File: config.mk
export PLATFORM = sky130hd
export DESIGN_NAME = nearest_point_search
export DESIGN_NICKNAME = d
export VERILOG_FILES = /design/src/npsrch_pkg.sv /design/src/npsrch_sqrt.sv /design/src/nearest_point_search.sv
export SDC_FILE = /design/constraint.sdc
export NUM_CORES = 1
export LEC_CHECK = 0
export BUFFER_PORTS_ARGS = -buffer_cell sky130_fd_sc_hd__buf_4
export CORE_AREA = 10 10 209 211
export CTS_BUF_LIST = sky130_fd_sc_hd__clkbuf_8
export CTS_CLUSTER_DIAMETER = 40
export CTS_CLUSTER_SIZE = 12
export DETAILED_ROUTE_END_ITERATION = 10
export DIE_AREA = 0 0 219 221
export MAX_ROUTING_LAYER = met4
export PLACE_DENSITY_LB_ADDON = 0.15
export SYNTH_ARGS = -nofsm -noshare
export SYNTH_HDL_FRONTEND = slang
export SYNTH_SLANG_ARGS = --single-unit
File: constraint.sdc
create_clock -name i_clk -period 7.15 [get_ports i_clk]
set_input_delay 1.0725 -clock i_clk [delete_from_list [all_inputs] [get_ports i_clk]]
set_output_delay 1.0725 -clock i_clk [all_outputs]
set_load 0.005 [all_outputs]
File: src/npsrch_pkg.sv
// Shared constants for the nearest point search block.
package npsrch_pkg;

    // Fixed port widths of the coordinate and index fields.
    localparam int COORD_W = 15;
    localparam int IDX_W   = 8;

    // Defaults for the top-level parameters.
    localparam int MAX_POINTS_DEF = 255;
    localparam int COORD_BITS_DEF = 15;

endpackage

File: src/npsrch_sqrt.sv
// Iterative rounded integer square root, one result bit per cycle.
module npsrch_sqrt #(
    parameter int ROOT_BITS = npsrch_pkg::COORD_BITS_DEF + 1
) (
    input  logic                   i_clk,
    input  logic                   i_rst_n,
    input  logic                   i_start,
    input  logic [2*ROOT_BITS-1:0] i_radicand,
    output logic                   o_done,
    output logic [ROOT_BITS-1:0]   o_root
);

    localparam int SW = 2 * ROOT_BITS;
    localparam int RW = ROOT_BITS + 2;
    localparam int CW = $clog2(ROOT_BITS);

    typedef enum logic [1:0] {
        ST_IDLE,
        ST_ITER,
        ST_ROUND
    } t_sqrt_state;

    t_sqrt_state          r_state;
    logic [SW-1:0]        r_rad;
    logic [RW-1:0]        r_rem;
    logic [ROOT_BITS-1:0] r_root;
    logic [CW-1:0]        r_step;
    logic                 r_done;
    logic [ROOT_BITS-1:0] r_result;

    logic [RW-1:0]        n_rem_sh;
    logic [RW-1:0]        n_trial;
    logic                 n_fits;

    // Bring down the next two radicand bits and test the trial divisor.
    assign n_rem_sh = {r_rem[RW-3:0], r_rad[SW-1:SW-2]};
    assign n_trial  = {r_root, 2'b01};
    assign n_fits   = (n_rem_sh >= n_trial);

    always_ff @(posedge i_clk) begin
        if (!i_rst_n) begin
            r_state <= ST_IDLE;
            r_done  <= 1'b0;
        end else begin
            r_done <= 1'b0;
            case (r_state)
                ST_IDLE: begin
                    if (i_start) begin
                        r_rad   <= i_radicand;
                        r_rem   <= '0;
                        r_root  <= '0;
                        r_step  <= CW'(ROOT_BITS - 1);
                        r_state <= ST_ITER;
                    end
                end
                ST_ITER: begin
                    r_rad <= {r_rad[SW-3:0], 2'b00};
                    if (n_fits) begin
                        r_rem  <= n_rem_sh - n_trial;
                        r_root <= {r_root[ROOT_BITS-2:0], 1'b1};
                    end else begin
                        r_rem  <= n_rem_sh;
                        r_root <= {r_root[ROOT_BITS-2:0], 1'b0};
                    end
                    if (r_step == '0) begin
                        r_state <= ST_ROUND;
                    end else begin
                        r_step <= r_step - 1'b1;
                    end
                end
                ST_ROUND: begin
                    // Remainder above the root means the root lies past r + 0.5.
                    if (r_rem > {2'b00, r_root}) begin
                        r_result <= r_root + 1'b1;
                    end else begin
                        r_result <= r_root;
                    end
                    r_done  <= 1'b1;
                    r_state <= ST_IDLE;
                end
                default: begin
                    r_state <= ST_IDLE;
                end
            endcase
        end
    end

    assign o_done = r_done;
    assign o_root = r_result;

endmodule

File: src/nearest_point_search.sv
// Top level of the nearest point search: sequencer, shared squarer and running best.
//
// Streaming nearest-neighbor search over 2-D points, one point per input transfer.
// A transfer with i_first high takes the origin from i_origin_x/i_origin_y and opens
// a new set; a transfer with i_last high closes the set and produces one result
// transfer carrying the position (from 0) of the first valid point with the smallest
// rounded distance, or 0 when no point was valid. A point with either coordinate equal
// to -1 takes a position but never wins; positions at MAX_POINTS and beyond are ignored.
// Distance is sqrt(dx*dx + dy*dy) rounded to nearest, computed exactly in integers.
// Timing: a measured point occupies the block from its transfer to the next possible one,
// through the squares, the square root unit, which retires one root bit per cycle over
// COORD_BITS + 1 iterations plus a rounding step, and the finish step; the two squares
// share one multiplier on successive cycles. An invalid or ignored point skips straight
// to the finish step. o_stall stays high while a point is being processed. A finished
// result sits in an output register, so a new point is taken while the result waits;
// a second result waits for the first to go.
module nearest_point_search #(
    parameter int MAX_POINTS = npsrch_pkg::MAX_POINTS_DEF,
    parameter int COORD_BITS = npsrch_pkg::COORD_BITS_DEF
) (
    input  logic                                   i_clk,
    input  logic                                   i_rst_n,
    input  logic                                   i_valid,
    output logic                                   o_stall,
    input  logic signed [npsrch_pkg::COORD_W-1:0]  i_origin_x,
    input  logic signed [npsrch_pkg::COORD_W-1:0]  i_origin_y,
    input  logic signed [npsrch_pkg::COORD_W-1:0]  i_point_x,
    input  logic signed [npsrch_pkg::COORD_W-1:0]  i_point_y,
    input  logic                                   i_first,
    input  logic                                   i_last,
    output logic                                   o_valid,
    input  logic                                   i_stall,
    output logic [npsrch_pkg::IDX_W-1:0]           o_nearest_index
);

    localparam int CWD = npsrch_pkg::COORD_W;
    localparam int IW  = npsrch_pkg::IDX_W;
    // Coordinate differences need one bit more than the coordinates.
    localparam int DW  = COORD_BITS + 1;
    // Root width equals the difference width; the radicand is twice that.
    localparam int RB  = DW;
    localparam int SW  = 2 * RB;

    typedef enum logic [2:0] {
        ST_IDLE,
        ST_SQ_X,
        ST_SQ_Y,
        ST_START,
        ST_ROOT,
        ST_FINISH
    } t_state;

    // Sign-extend a coordinate port from bit COORD_BITS-1, dropping higher bits.
    function automatic logic signed [CWD-1:0] sext(input logic [CWD-1:0] raw);
        logic [CWD-1:0] v;
        for (int i = 0; i < CWD; i++) begin
            v[i] = (i < COORD_BITS) ? raw[i] : raw[COORD_BITS-1];
        end
        return $signed(v);
    endfunction

    t_state                 r_state;
    logic signed [CWD-1:0]  r_ox;
    logic signed [CWD-1:0]  r_oy;
    logic [IW-1:0]          r_cnt;
    logic [IW-1:0]          r_best_idx;
    logic                   r_best_valid;
    logic [RB-1:0]          r_best_dist;
    logic signed [DW-1:0]   r_dx;
    logic signed [DW-1:0]   r_dy;
    logic [SW-1:0]          r_sq_x;
    logic [SW-1:0]          r_sq_y;
    logic [RB-1:0]          r_dist;
    logic                   r_take;
    logic                   r_measure;
    logic                   r_last;
    logic                   r_out_valid;
    logic [IW-1:0]          r_out_idx;

    logic signed [CWD-1:0]  n_org_x;
    logic signed [CWD-1:0]  n_org_y;
    logic signed [CWD-1:0]  n_px;
    logic signed [CWD-1:0]  n_py;
    logic signed [CWD:0]    n_dx_full;
    logic signed [CWD:0]    n_dy_full;
    logic [IW-1:0]          n_cnt_base;
    logic                   n_take;
    logic                   n_measure;
    logic                   n_accept;
    logic signed [DW-1:0]   n_mul_op;
    logic signed [SW-1:0]   n_prod;
    logic                   n_upd;
    logic                   n_best_valid;
    logic [IW-1:0]          n_best_idx;
    logic                   n_out_block;
    logic                   n_root_start;
    logic                   n_root_done;
    logic [RB-1:0]          n_root;

    assign n_accept = i_valid && !o_stall;

    // Front end: pick the origin and form both differences at transfer time.
    assign n_org_x    = i_first ? sext(i_origin_x) : r_ox;
    assign n_org_y    = i_first ? sext(i_origin_y) : r_oy;
    assign n_px       = sext(i_point_x);
    assign n_py       = sext(i_point_y);
    assign n_dx_full  = {n_px[CWD-1], n_px} - {n_org_x[CWD-1], n_org_x};
    assign n_dy_full  = {n_py[CWD-1], n_py} - {n_org_y[CWD-1], n_org_y};
    assign n_cnt_base = i_first ? '0 : r_cnt;
    assign n_take     = (n_cnt_base < IW'(MAX_POINTS));
    // A coordinate of -1 (all ones once sign-extended) marks the point invalid.
    assign n_measure  = n_take && (n_px != '1) && (n_py != '1);

    // One multiplier squares dx, then dy, on successive cycles.
    assign n_mul_op = (r_state == ST_SQ_X) ? r_dx : r_dy;
    assign n_prod   = SW'(n_mul_op) * SW'(n_mul_op);

    assign n_root_start = (r_state == ST_START);

    npsrch_sqrt #(
        .ROOT_BITS (RB)
    ) u_sqrt (
        .i_clk      (i_clk),
        .i_rst_n    (i_rst_n),
        .i_start    (n_root_start),
        .i_radicand (r_sq_x + r_sq_y),
        .o_done     (n_root_done),
        .o_root     (n_root)
    );

    // Strictly smaller wins, so ties keep the earlier point.
    assign n_upd        = r_measure && (!r_best_valid || (r_dist < r_best_dist));
    assign n_best_valid = r_best_valid || n_upd;
    assign n_best_idx   = n_upd ? r_cnt : r_best_idx;
    // Hold the closing point while the previous result is still unclaimed.
    assign n_out_block  = r_last && r_out_valid && i_stall;

    always_ff @(posedge i_clk) begin
        if (!i_rst_n) begin
            r_state      <= ST_IDLE;
            r_ox         <= '0;
            r_oy         <= '0;
            r_cnt        <= '0;
            r_best_idx   <= '0;
            r_best_valid <= 1'b0;
            r_best_dist  <= '0;
            r_out_valid  <= 1'b0;
        end else begin
            if (r_out_valid && !i_stall) begin
                r_out_valid <= 1'b0;
            end
            case (r_state)
                ST_IDLE: begin
                    if (n_accept) begin
                        r_dx      <= n_dx_full[DW-1:0];
                        r_dy      <= n_dy_full[DW-1:0];
                        r_take    <= n_take;
                        r_measure <= n_measure;
                        r_last    <= i_last;
                        r_cnt     <= n_cnt_base;
                        if (i_first) begin
                            r_ox         <= n_org_x;
                            r_oy         <= n_org_y;
                            r_best_idx   <= '0;
                            r_best_valid <= 1'b0;
                            r_best_dist  <= '0;
                        end
                        r_state <= n_measure ? ST_SQ_X : ST_FINISH;
                    end
                end
                ST_SQ_X: begin
                    r_sq_x  <= $unsigned(n_prod);
                    r_state <= ST_SQ_Y;
                end
                ST_SQ_Y: begin
                    r_sq_y  <= $unsigned(n_prod);
                    r_state <= ST_START;
                end
                ST_START: begin
                    r_state <= ST_ROOT;
                end
                ST_ROOT: begin
                    if (n_root_done) begin
                        r_dist  <= n_root;
                        r_state <= ST_FINISH;
                    end
                end
                ST_FINISH: begin
                    if (!n_out_block) begin
                        if (n_upd) begin
                            r_best_valid <= 1'b1;
                            r_best_idx   <= r_cnt;
                            r_best_dist  <= r_dist;
                        end
                        if (r_take) begin
                            r_cnt <= r_cnt + 1'b1;
                        end
                        if (r_last) begin
                            // Emit the result and drop the set; the origin stays.
                            r_out_valid  <= 1'b1;
                            r_out_idx    <= n_best_valid ? n_best_idx : '0;
                            r_cnt        <= '0;
                            r_best_valid <= 1'b0;
                            r_best_idx   <= '0;
                            r_best_dist  <= '0;
                        end
                        r_state <= ST_IDLE;
                    end
                end
                default: begin
                    r_state <= ST_IDLE;
                end
            endcase
        end
    end

    assign o_stall         = (r_state != ST_IDLE);
    assign o_valid         = r_out_valid;
    assign o_nearest_index = r_out_idx;

    // A new result only appears out of the finish step.
    a_result_from_finish: assert property (@(posedge i_clk) disable iff (!i_rst_n)
        $rose(o_valid) |-> $past(r_state) == ST_FINISH)
        else $error("result appeared outside the finish step");

    // The position counter saturates at MAX_POINTS.
    a_count_bound: assert property (@(posedge i_clk) disable iff (!i_rst_n)
        r_cnt <= IW'(MAX_POINTS))
        else $error("point counter passed its limit");

    // A held best always refers to a position already counted.
    a_best_counted: assert property (@(posedge i_clk) disable iff (!i_rst_n)
        r_best_valid |-> r_best_idx < r_cnt)
        else $error("best index beyond counted points");

    // An accepted point always starts work.
    a_accept_busy: assert property (@(posedge i_clk) disable iff (!i_rst_n)
        (i_valid && !o_stall) |=> o_stall)
        else $error("block ready right after a transfer");

    // The root unit only reports while a root is awaited.
    a_root_awaited: assert property (@(posedge i_clk) disable iff (!i_rst_n)
        n_root_done |-> r_state == ST_ROOT)
        else $error("root finished while not awaited");

endmodule

==> results.cfg, run 1 <==
[status]
status = finished, final reports clean

[worst_setup_path]
r2r-end = r_sq_y[31]$_DFFE_PP_
setup.worst_path.end_class = register
reg2regPathDepth = 24
worst-r2r-setup-slack_ns = 0.29
cp.arrival_ns = 7.21
cp_max_fo = 9
path_class = register to register
crit_path_start_kind = register
required_ns = 7.49
r2r_start = r_state[0]$_SDFFE_PN0P_

[layout]
final_core_util_pct = 65.3
drive_above_1_share_pct = 12.4
nets = 2868
layout-area-overhead-vs-synth_pct = 11.6
diodes = 0
finish.instance_area_mm2 = 0.0258
fillers = 3205

[synth]
syn_inst = 2249
synth_area_per_cell_um2 = 10.3
synth_top_family_by_area = adder cells
synth.distinct_cells = 80
muxShareOfSynthArea_pct = 3.18
yosys_warnings = 0
yosysMostFrequentCell = inv_1
synth-simple-area-share_pct = 10.7
synth_fa_ha_area_share_pct = 30.5
synth_compound_area_share_pct = 10.8
synth_seq_area_share_pct = 33.0
synthXorXnorAreaFrac_pct = 4.25
synthArstFlopShare_pct = 0
synth_nets = 2735
netlist.area_leader.share_pct = 26.9
ys_ff_latch = 277
ys.flop_type = edfxtp_1
syn_area_mm2 = 0.0231
synth.top_cells.by_count = inv_1, fa_1, nor2_1
synth.area.top_cells = edfxtp_1, fa_1, ha_1
synth_edf_count = 207
synth_top_cell_by_area = edfxtp_1

[floorplanning]
rows = 73
start_util_pct = 58.5
io_pins = 76
die_area_mm2 = 0.0484
die_y_um = 221
coreArea_mm2 = 0.0395
die_w_um = 219

[timing]
hold_violations = 0
post-route-period-util_pct = 96.0
tightest_slew_ns = 1.03
final.setup.tns_ns = 0
period_minus_slack_ns = 6.86
final_max_slew_viol_count = 0
slew_headroom_pct = 31.1
fmax_ghz = 0.146
finClkSkew_ns = 0.0389
setup_viol = 0

[clock_network]
h-tree-depth = 2
clockBufferDepth = 3
path_clk_slew_ns = 0.07
cts_tree = yes
hold_buffers = 0
cts_root_buf = clkbuf_8
cts_inserted_buffers = 44
cts.sinks = 277
insertion_delay_ns = 0.63

[drt]
dr_total_vias = 16271
routed_wl_um = 51700
vias_per_cell = 5.53
first_pass_iters = 7
drtIter0Drc = 963
drc_errors = 0
wl_per_cell_um = 17.6
ant_nets = 0

[placement]
place_hpwl_um = 41100
place_area_mm2 = 0.0245
port_buffers = 75
routabilityCongestion = 0.986

[hold_path]
min_path_type = register to register
min_to = r_dist[10]$_DFFE_PP_
hold_depth = 0
hold_path_startpoint = u_sqrt.o_root[10]$_DFFE_PP_

[grt]
track_usage_pct = 22.2
antenna_found_initial = 0
grt_pass1_vias = 17080
grt_pass1_wl_um = 85100
grt.overflow.total = 0
grt_max_degree = 67

[flow_run]
cap_violations = 0
[repair_timing]
| action | 4_1_cts | 5_1_grt |
|---|---|---|
| endpoints found under the hold margin | 0 | 0 |
| pin swaps | 0 | 6 |
| gates resized for setup | 1 | 39 |
| setup endpoints to repair | 2 | 20 |
| buffers inserted | 0 | 9 |
| cloned | 0 | 1 |
[per-stage QoR]
stage,setup slack [ns],std cells,hold WS [ns]
6_report,0.286,2942,0.425
5_1_grt,-0.000176,2942,0.432
4_1_cts,0.0295,2932,0.427
3_5_place_dp,0.0145,2851,0.407
3_3_place_gp,0.156,2851,0.405
2_1_floorplan,0.0136,2249,0.400
[final cells by class]
cell class	count	area (µm²)	area share, %
clock buffers	46	633	2.46
repair buffers	145	1140	4.42
inverters	395	1490	5.79
clock inverters	35	360	1.40
flip-flops and latches	277	7620	29.6
well taps	525	657	2.55
multi-input cells	1519	13900	53.8
[registers in the layout (all words and copies together), names as in the netlist, 16 cells and up]
name           flops
r_sq_y            31
r_sq_x            31
r_dist            16
r_dy              16
u_sqrt.r_rem      18
r_dx              16
u_sqrt.o_root     16
u_sqrt.r_root     16
r_best_dist       16
u_sqrt.r_rad      32
[worst max-delay path by stage]
stage	slack, ns	start	end
2_1_floorplan	0.01	r_state[0]$_SDFFE_PN0P_	r_sq_x[31]$_DFFE_PP_
3_3_place_gp	0.16	r_state[0]$_SDFFE_PN0P_	r_sq_x[30]$_DFFE_PP_
3_5_place_dp	0.01	r_state[0]$_SDFFE_PN0P_	r_sq_y[30]$_DFFE_PP_
4_1_cts	0.03	r_state[0]$_SDFFE_PN0P_	r_sq_x[30]$_DFFE_PP_
5_1_grt	-0.0002	r_state[0]$_SDFFE_PN0P_	r_sq_x[23]$_DFFE_PP_
6_report	0.29	r_state[0]$_SDFFE_PN0P_	r_sq_y[31]$_DFFE_PP_
[critical path, stage by stage, from the launching register on]
cell      delay (ns)
dfxtp_1         0.33
nor2b_4         0.16
and2_4          0.19
buf_12          0.15
mux2_2          0.40
buf_4           0.19
nand2_1         0.11
inv_1           0.07
fa_1            0.53
inv_1           0.05
fa_1            0.46
fa_1            0.50
fa_1            0.57
fa_1            0.43
fa_1            0.49
inv_1           0.04
ha_1            0.33
a21oi_1         0.13
o21ai_0         0.14
a221o_1         0.37
a311oi_2        0.30
o21ai_1         0.14
a31o_1          0.23
a21oi_2         0.15
xnor2_1         0.10
[cells by family (layout without fill, tap and decap cells)]
family                     count (synthesis)  count (layout)
AOI/OAI and AO/OA                        364             364
xor gates and xnor gates                 112             112
and+or+nand+nor                          551             551
buffers and inverters                    453             621
DFF                                      277             277
muxes                                     72              72
adders and majority gates                420             420
[cells in the final DEF, fill, tap and decap left out, types with 46 or more instances in the layout]
| master | Yosys | routed |
|---|---|---|
| nand2_1 | 150 | 149 |
| fa_1 | 238 | 235 |
| xnor2_1 | 94 | 94 |
| dfxtp_1 | 70 | 70 |
| nor2_1 | 224 | 215 |
| a21oi_1 | 93 | 91 |
| inv_1 | 388 | 388 |
| clkbuf_8 | 0 | 46 |
| buf_4 | 6 | 140 |
| o21ai_0 | 52 | 51 |
| ha_1 | 182 | 180 |
| mux2i_1 | 62 | 57 |
| edfxtp_1 | 207 | 207 |
[per-layer routing]
layer | global-route usage [%] | wire [µm] | vias to the layer above
li1 | - | - | 7817
met1 | 28.7 | 22900 | 7935
met2 | 35.0 | 24600 | 408
met3 | 3.57 | 2460 | 111
met4 | 7.69 | 1690 | 0
met5 | - | 0 | -
Power of run 1 is left out: the tool's default activity adds up to more than one toggle a clock period on the data nets, which glitch-free logic cannot reach.
==> run 2, diff against run 1 <==
--- a/config.mk
+++ b/config.mk
@@ -5,13 +5,13 @@
 export SDC_FILE = /design/constraint.sdc
 export NUM_CORES = 1
 export LEC_CHECK = 0
-export BUFFER_PORTS_ARGS = -buffer_cell sky130_fd_sc_hd__buf_4
-export CORE_AREA = 10 10 209 211
+export CORE_AREA = 10 10 206 208
 export CTS_BUF_LIST = sky130_fd_sc_hd__clkbuf_8
 export CTS_CLUSTER_DIAMETER = 40
 export CTS_CLUSTER_SIZE = 12
 export DETAILED_ROUTE_END_ITERATION = 10
-export DIE_AREA = 0 0 219 221
+export DIE_AREA = 0 0 216 218
+export DONT_BUFFER_PORTS = 1
 export MAX_ROUTING_LAYER = met4
 export PLACE_DENSITY_LB_ADDON = 0.15
 export SYNTH_ARGS = -nofsm -noshare
==> run 2 against run 1 <==
  * First-iteration DRC count increased by 5.8%
  * Via count is 2.3% lower
  * Final cell count decreased by 2.2%
  * Register-to-register slack about the same
  * Fmax is 0.12% lower
  * Wire length hardly changed
  * Global-route usage increased by 0.46 points
  * Clock skew down 0.0045 ns
  * Non-clock buffer count down 59
  * Core utilization rose by 1.0 points
  * Clock-buffer cell count decreased by 2
  * Sequential share of layout area increased by 0.44 points
  * Largest cell class unchanged
  * Highest routed layer unchanged
==> results.cfg, run 2 (synthesis gave the netlist of run 1 again) <==
[status]
status = finished, final reports clean

[placement]
post-place-ws_ns = -0.0229
place_area_mm2 = 0.0241
routabilityCongestion = 0.980
place_hpwl_um = 40800
port_buffers = 0

[layout]
seqCellArea_mm2 = 0.00762
layout-area-overhead-vs-synth_pct = 10.0
multiInputGateArea_mm2 = 0.0139
reg_top3 = u_sqrt.r_rad: 32 flops, r_sq_x: 31 flops, r_sq_y: 31 flops
nets = 2808
regMostFlops = u_sqrt.r_rad
layout.cells.most_common = inv_1
fillers = 3028
finish.instance_area_mm2 = 0.0254
layout_common_cells = inv_1, fa_1, nor2_1, edfxtp_1, ha_1
drive_above_1_share_pct = 9.89
largest_register_ffs = 32

[timing]
fmax_ghz = 0.146
finClkSkew_ns = 0.0344
slew_headroom_pct = 32.8
setup_viol = 0
setup_slack_ns = 0.278
final_max_slew_viol_count = 0
period_minus_slack_ns = 6.87
post-route-period-util_pct = 96.1
hold_violations = 0
tightest_slew_ns = 1.01

[worst_setup_path]
path_class = register to register
required_ns = 7.60
cp.arrival_ns = 7.33
critPathSlowestCell = fa_2
max_stage_delay_ns = 0.55
worst-path-buf-inv = 6
crit_path_start_kind = register
crit_top_cell = fa_1
critPathTopFamily = adder cells
setup.worst_path.end_class = register
cp_max_fo = 9

[drt]
ant_nets = 0
routed_wl_um = 51800
wl_per_cell_um = 18.0
drc_errors = 0
first_pass_iters = 5
vias_per_cell = 5.53
drtIter0Drc = 1019
dr_total_vias = 15894

[clock_network]
cts_tree = yes
cts_root_buf = clkbuf_8
insertion_delay_ns = 0.62
cts.sinks = 277
path_clk_slew_ns = 0.08
cts_inserted_buffers = 43
clockBufferDepth = 3
h-tree-depth = 2

[grt]
track_usage_pct = 22.7
grt.overflow.total = 0
grt_pass1_wl_um = 84200
gr-usage-met3_pct = 4.69
use_met2_pct = 36.0
grt_pass1_vias = 16538
grt_use_met1_pct = 29.1
grt.busiest_layer = met2
antenna_found_initial = 2
grt_max_degree = 67

[floorplanning]
die_y_um = 218
rows = 72
start_util_pct = 60.3
die_area_mm2 = 0.0471
die_w_um = 216
io_pins = 76
coreArea_mm2 = 0.0383

[flow_run]
cap_violations = 0

[hold_path]
min_path_type = register to register
-- run 2: cell count changes in the layout (fill, tap and decap cells not counted), sizes merged --
| cell | change |
|---|---|
| clkbuf | -2 |
| diode | +2 |
| bufinv | +5 |
| clkinvlp | +1 |
| buf | -59 |
| clkinv | +2 |
| inv | -8 |
-- run 2: final timing paths --
check                                    from  slack (ns)                   end  depth (start not counted)
setup / recovery      r_state[0]$_SDFFE_PN0P_        0.28  r_sq_y[23]$_DFFE_PP_                         25
hold / removal    u_sqrt.o_root[12]$_DFFE_PP_        0.42  r_dist[12]$_DFFE_PP_                          0
setup reg to reg      r_state[0]$_SDFFE_PN0P_        0.28  r_sq_y[23]$_DFFE_PP_                         25
hold reg to reg   u_sqrt.o_root[12]$_DFFE_PP_        0.42  r_dist[12]$_DFFE_PP_                          0
-- run 2: worst reg2reg max path, cell delays in order, from the launching register on --
cell	delay (ns)
dfxtp_1	0.34
nor2b_4	0.15
and2_4	0.18
clkbuf_16	0.16
mux2_2	0.43
clkinvlp_4	0.18
nor2_1	0.09
fa_1	0.54
inv_1	0.05
fa_1	0.47
fa_1	0.52
inv_1	0.05
fa_1	0.44
fa_1	0.51
inv_1	0.05
fa_2	0.55
inv_1	0.05
ha_1	0.30
a21oi_2	0.18
nand2b_1	0.07
a311o_2	0.36
a31oi_2	0.18
nor2b_1	0.08
or4_4	0.42
a211o_1	0.29
o211ai_2	0.09
-- run 2: metrics by stage --
stage               TNS (ns)  util [%]  cells  hold slack, ns
finish                     0      66.3   2876           0.417
global route          -0.216      66.3   2876           0.428
floorplan                  0         -   2249           0.400
global placement           0      62.9   2786           0.407
CTS                        0      65.7   2865           0.421
detailed placement   -0.0459      62.9   2786           0.409
-- run 2: layout make-up --
class	count	area share [%]
Timing Repair Buffer	86	2.73
Antenna cell	2	0.0197
Inverter	395	5.90
Sequential cell	277	30.0
Clock buffer	44	2.39
Tap cell	518	2.55
Clock inverter	35	1.77
Multi-Input combinational cell	1519	54.6
-- run 2: what timing repair did --
| action | in CTS | in global routing |
|---|---|---|
| pin swaps | 0 | 7 |
| resized for setup | 2 | 35 |
| buffers inserted | 0 | 8 |
| cloned | 0 | 1 |
| hold endpoints to repair | 0 | 0 |
| hold buffers | 0 | 0 |
| setup endpoints to repair | 2 | 16 |
-- run 2: per-layer routing --
layer | up-vias | wire (µm) | share of wire [%]
met5 | - | 0 | 0
met4 | 0 | 1340 | 2.6
met3 | 88 | 2990 | 5.8
met2 | 407 | 24400 | 47
met1 | 7706 | 23000 | 44
li1 | 7693 | - | -
Power of run 2 is left out for the same reason.
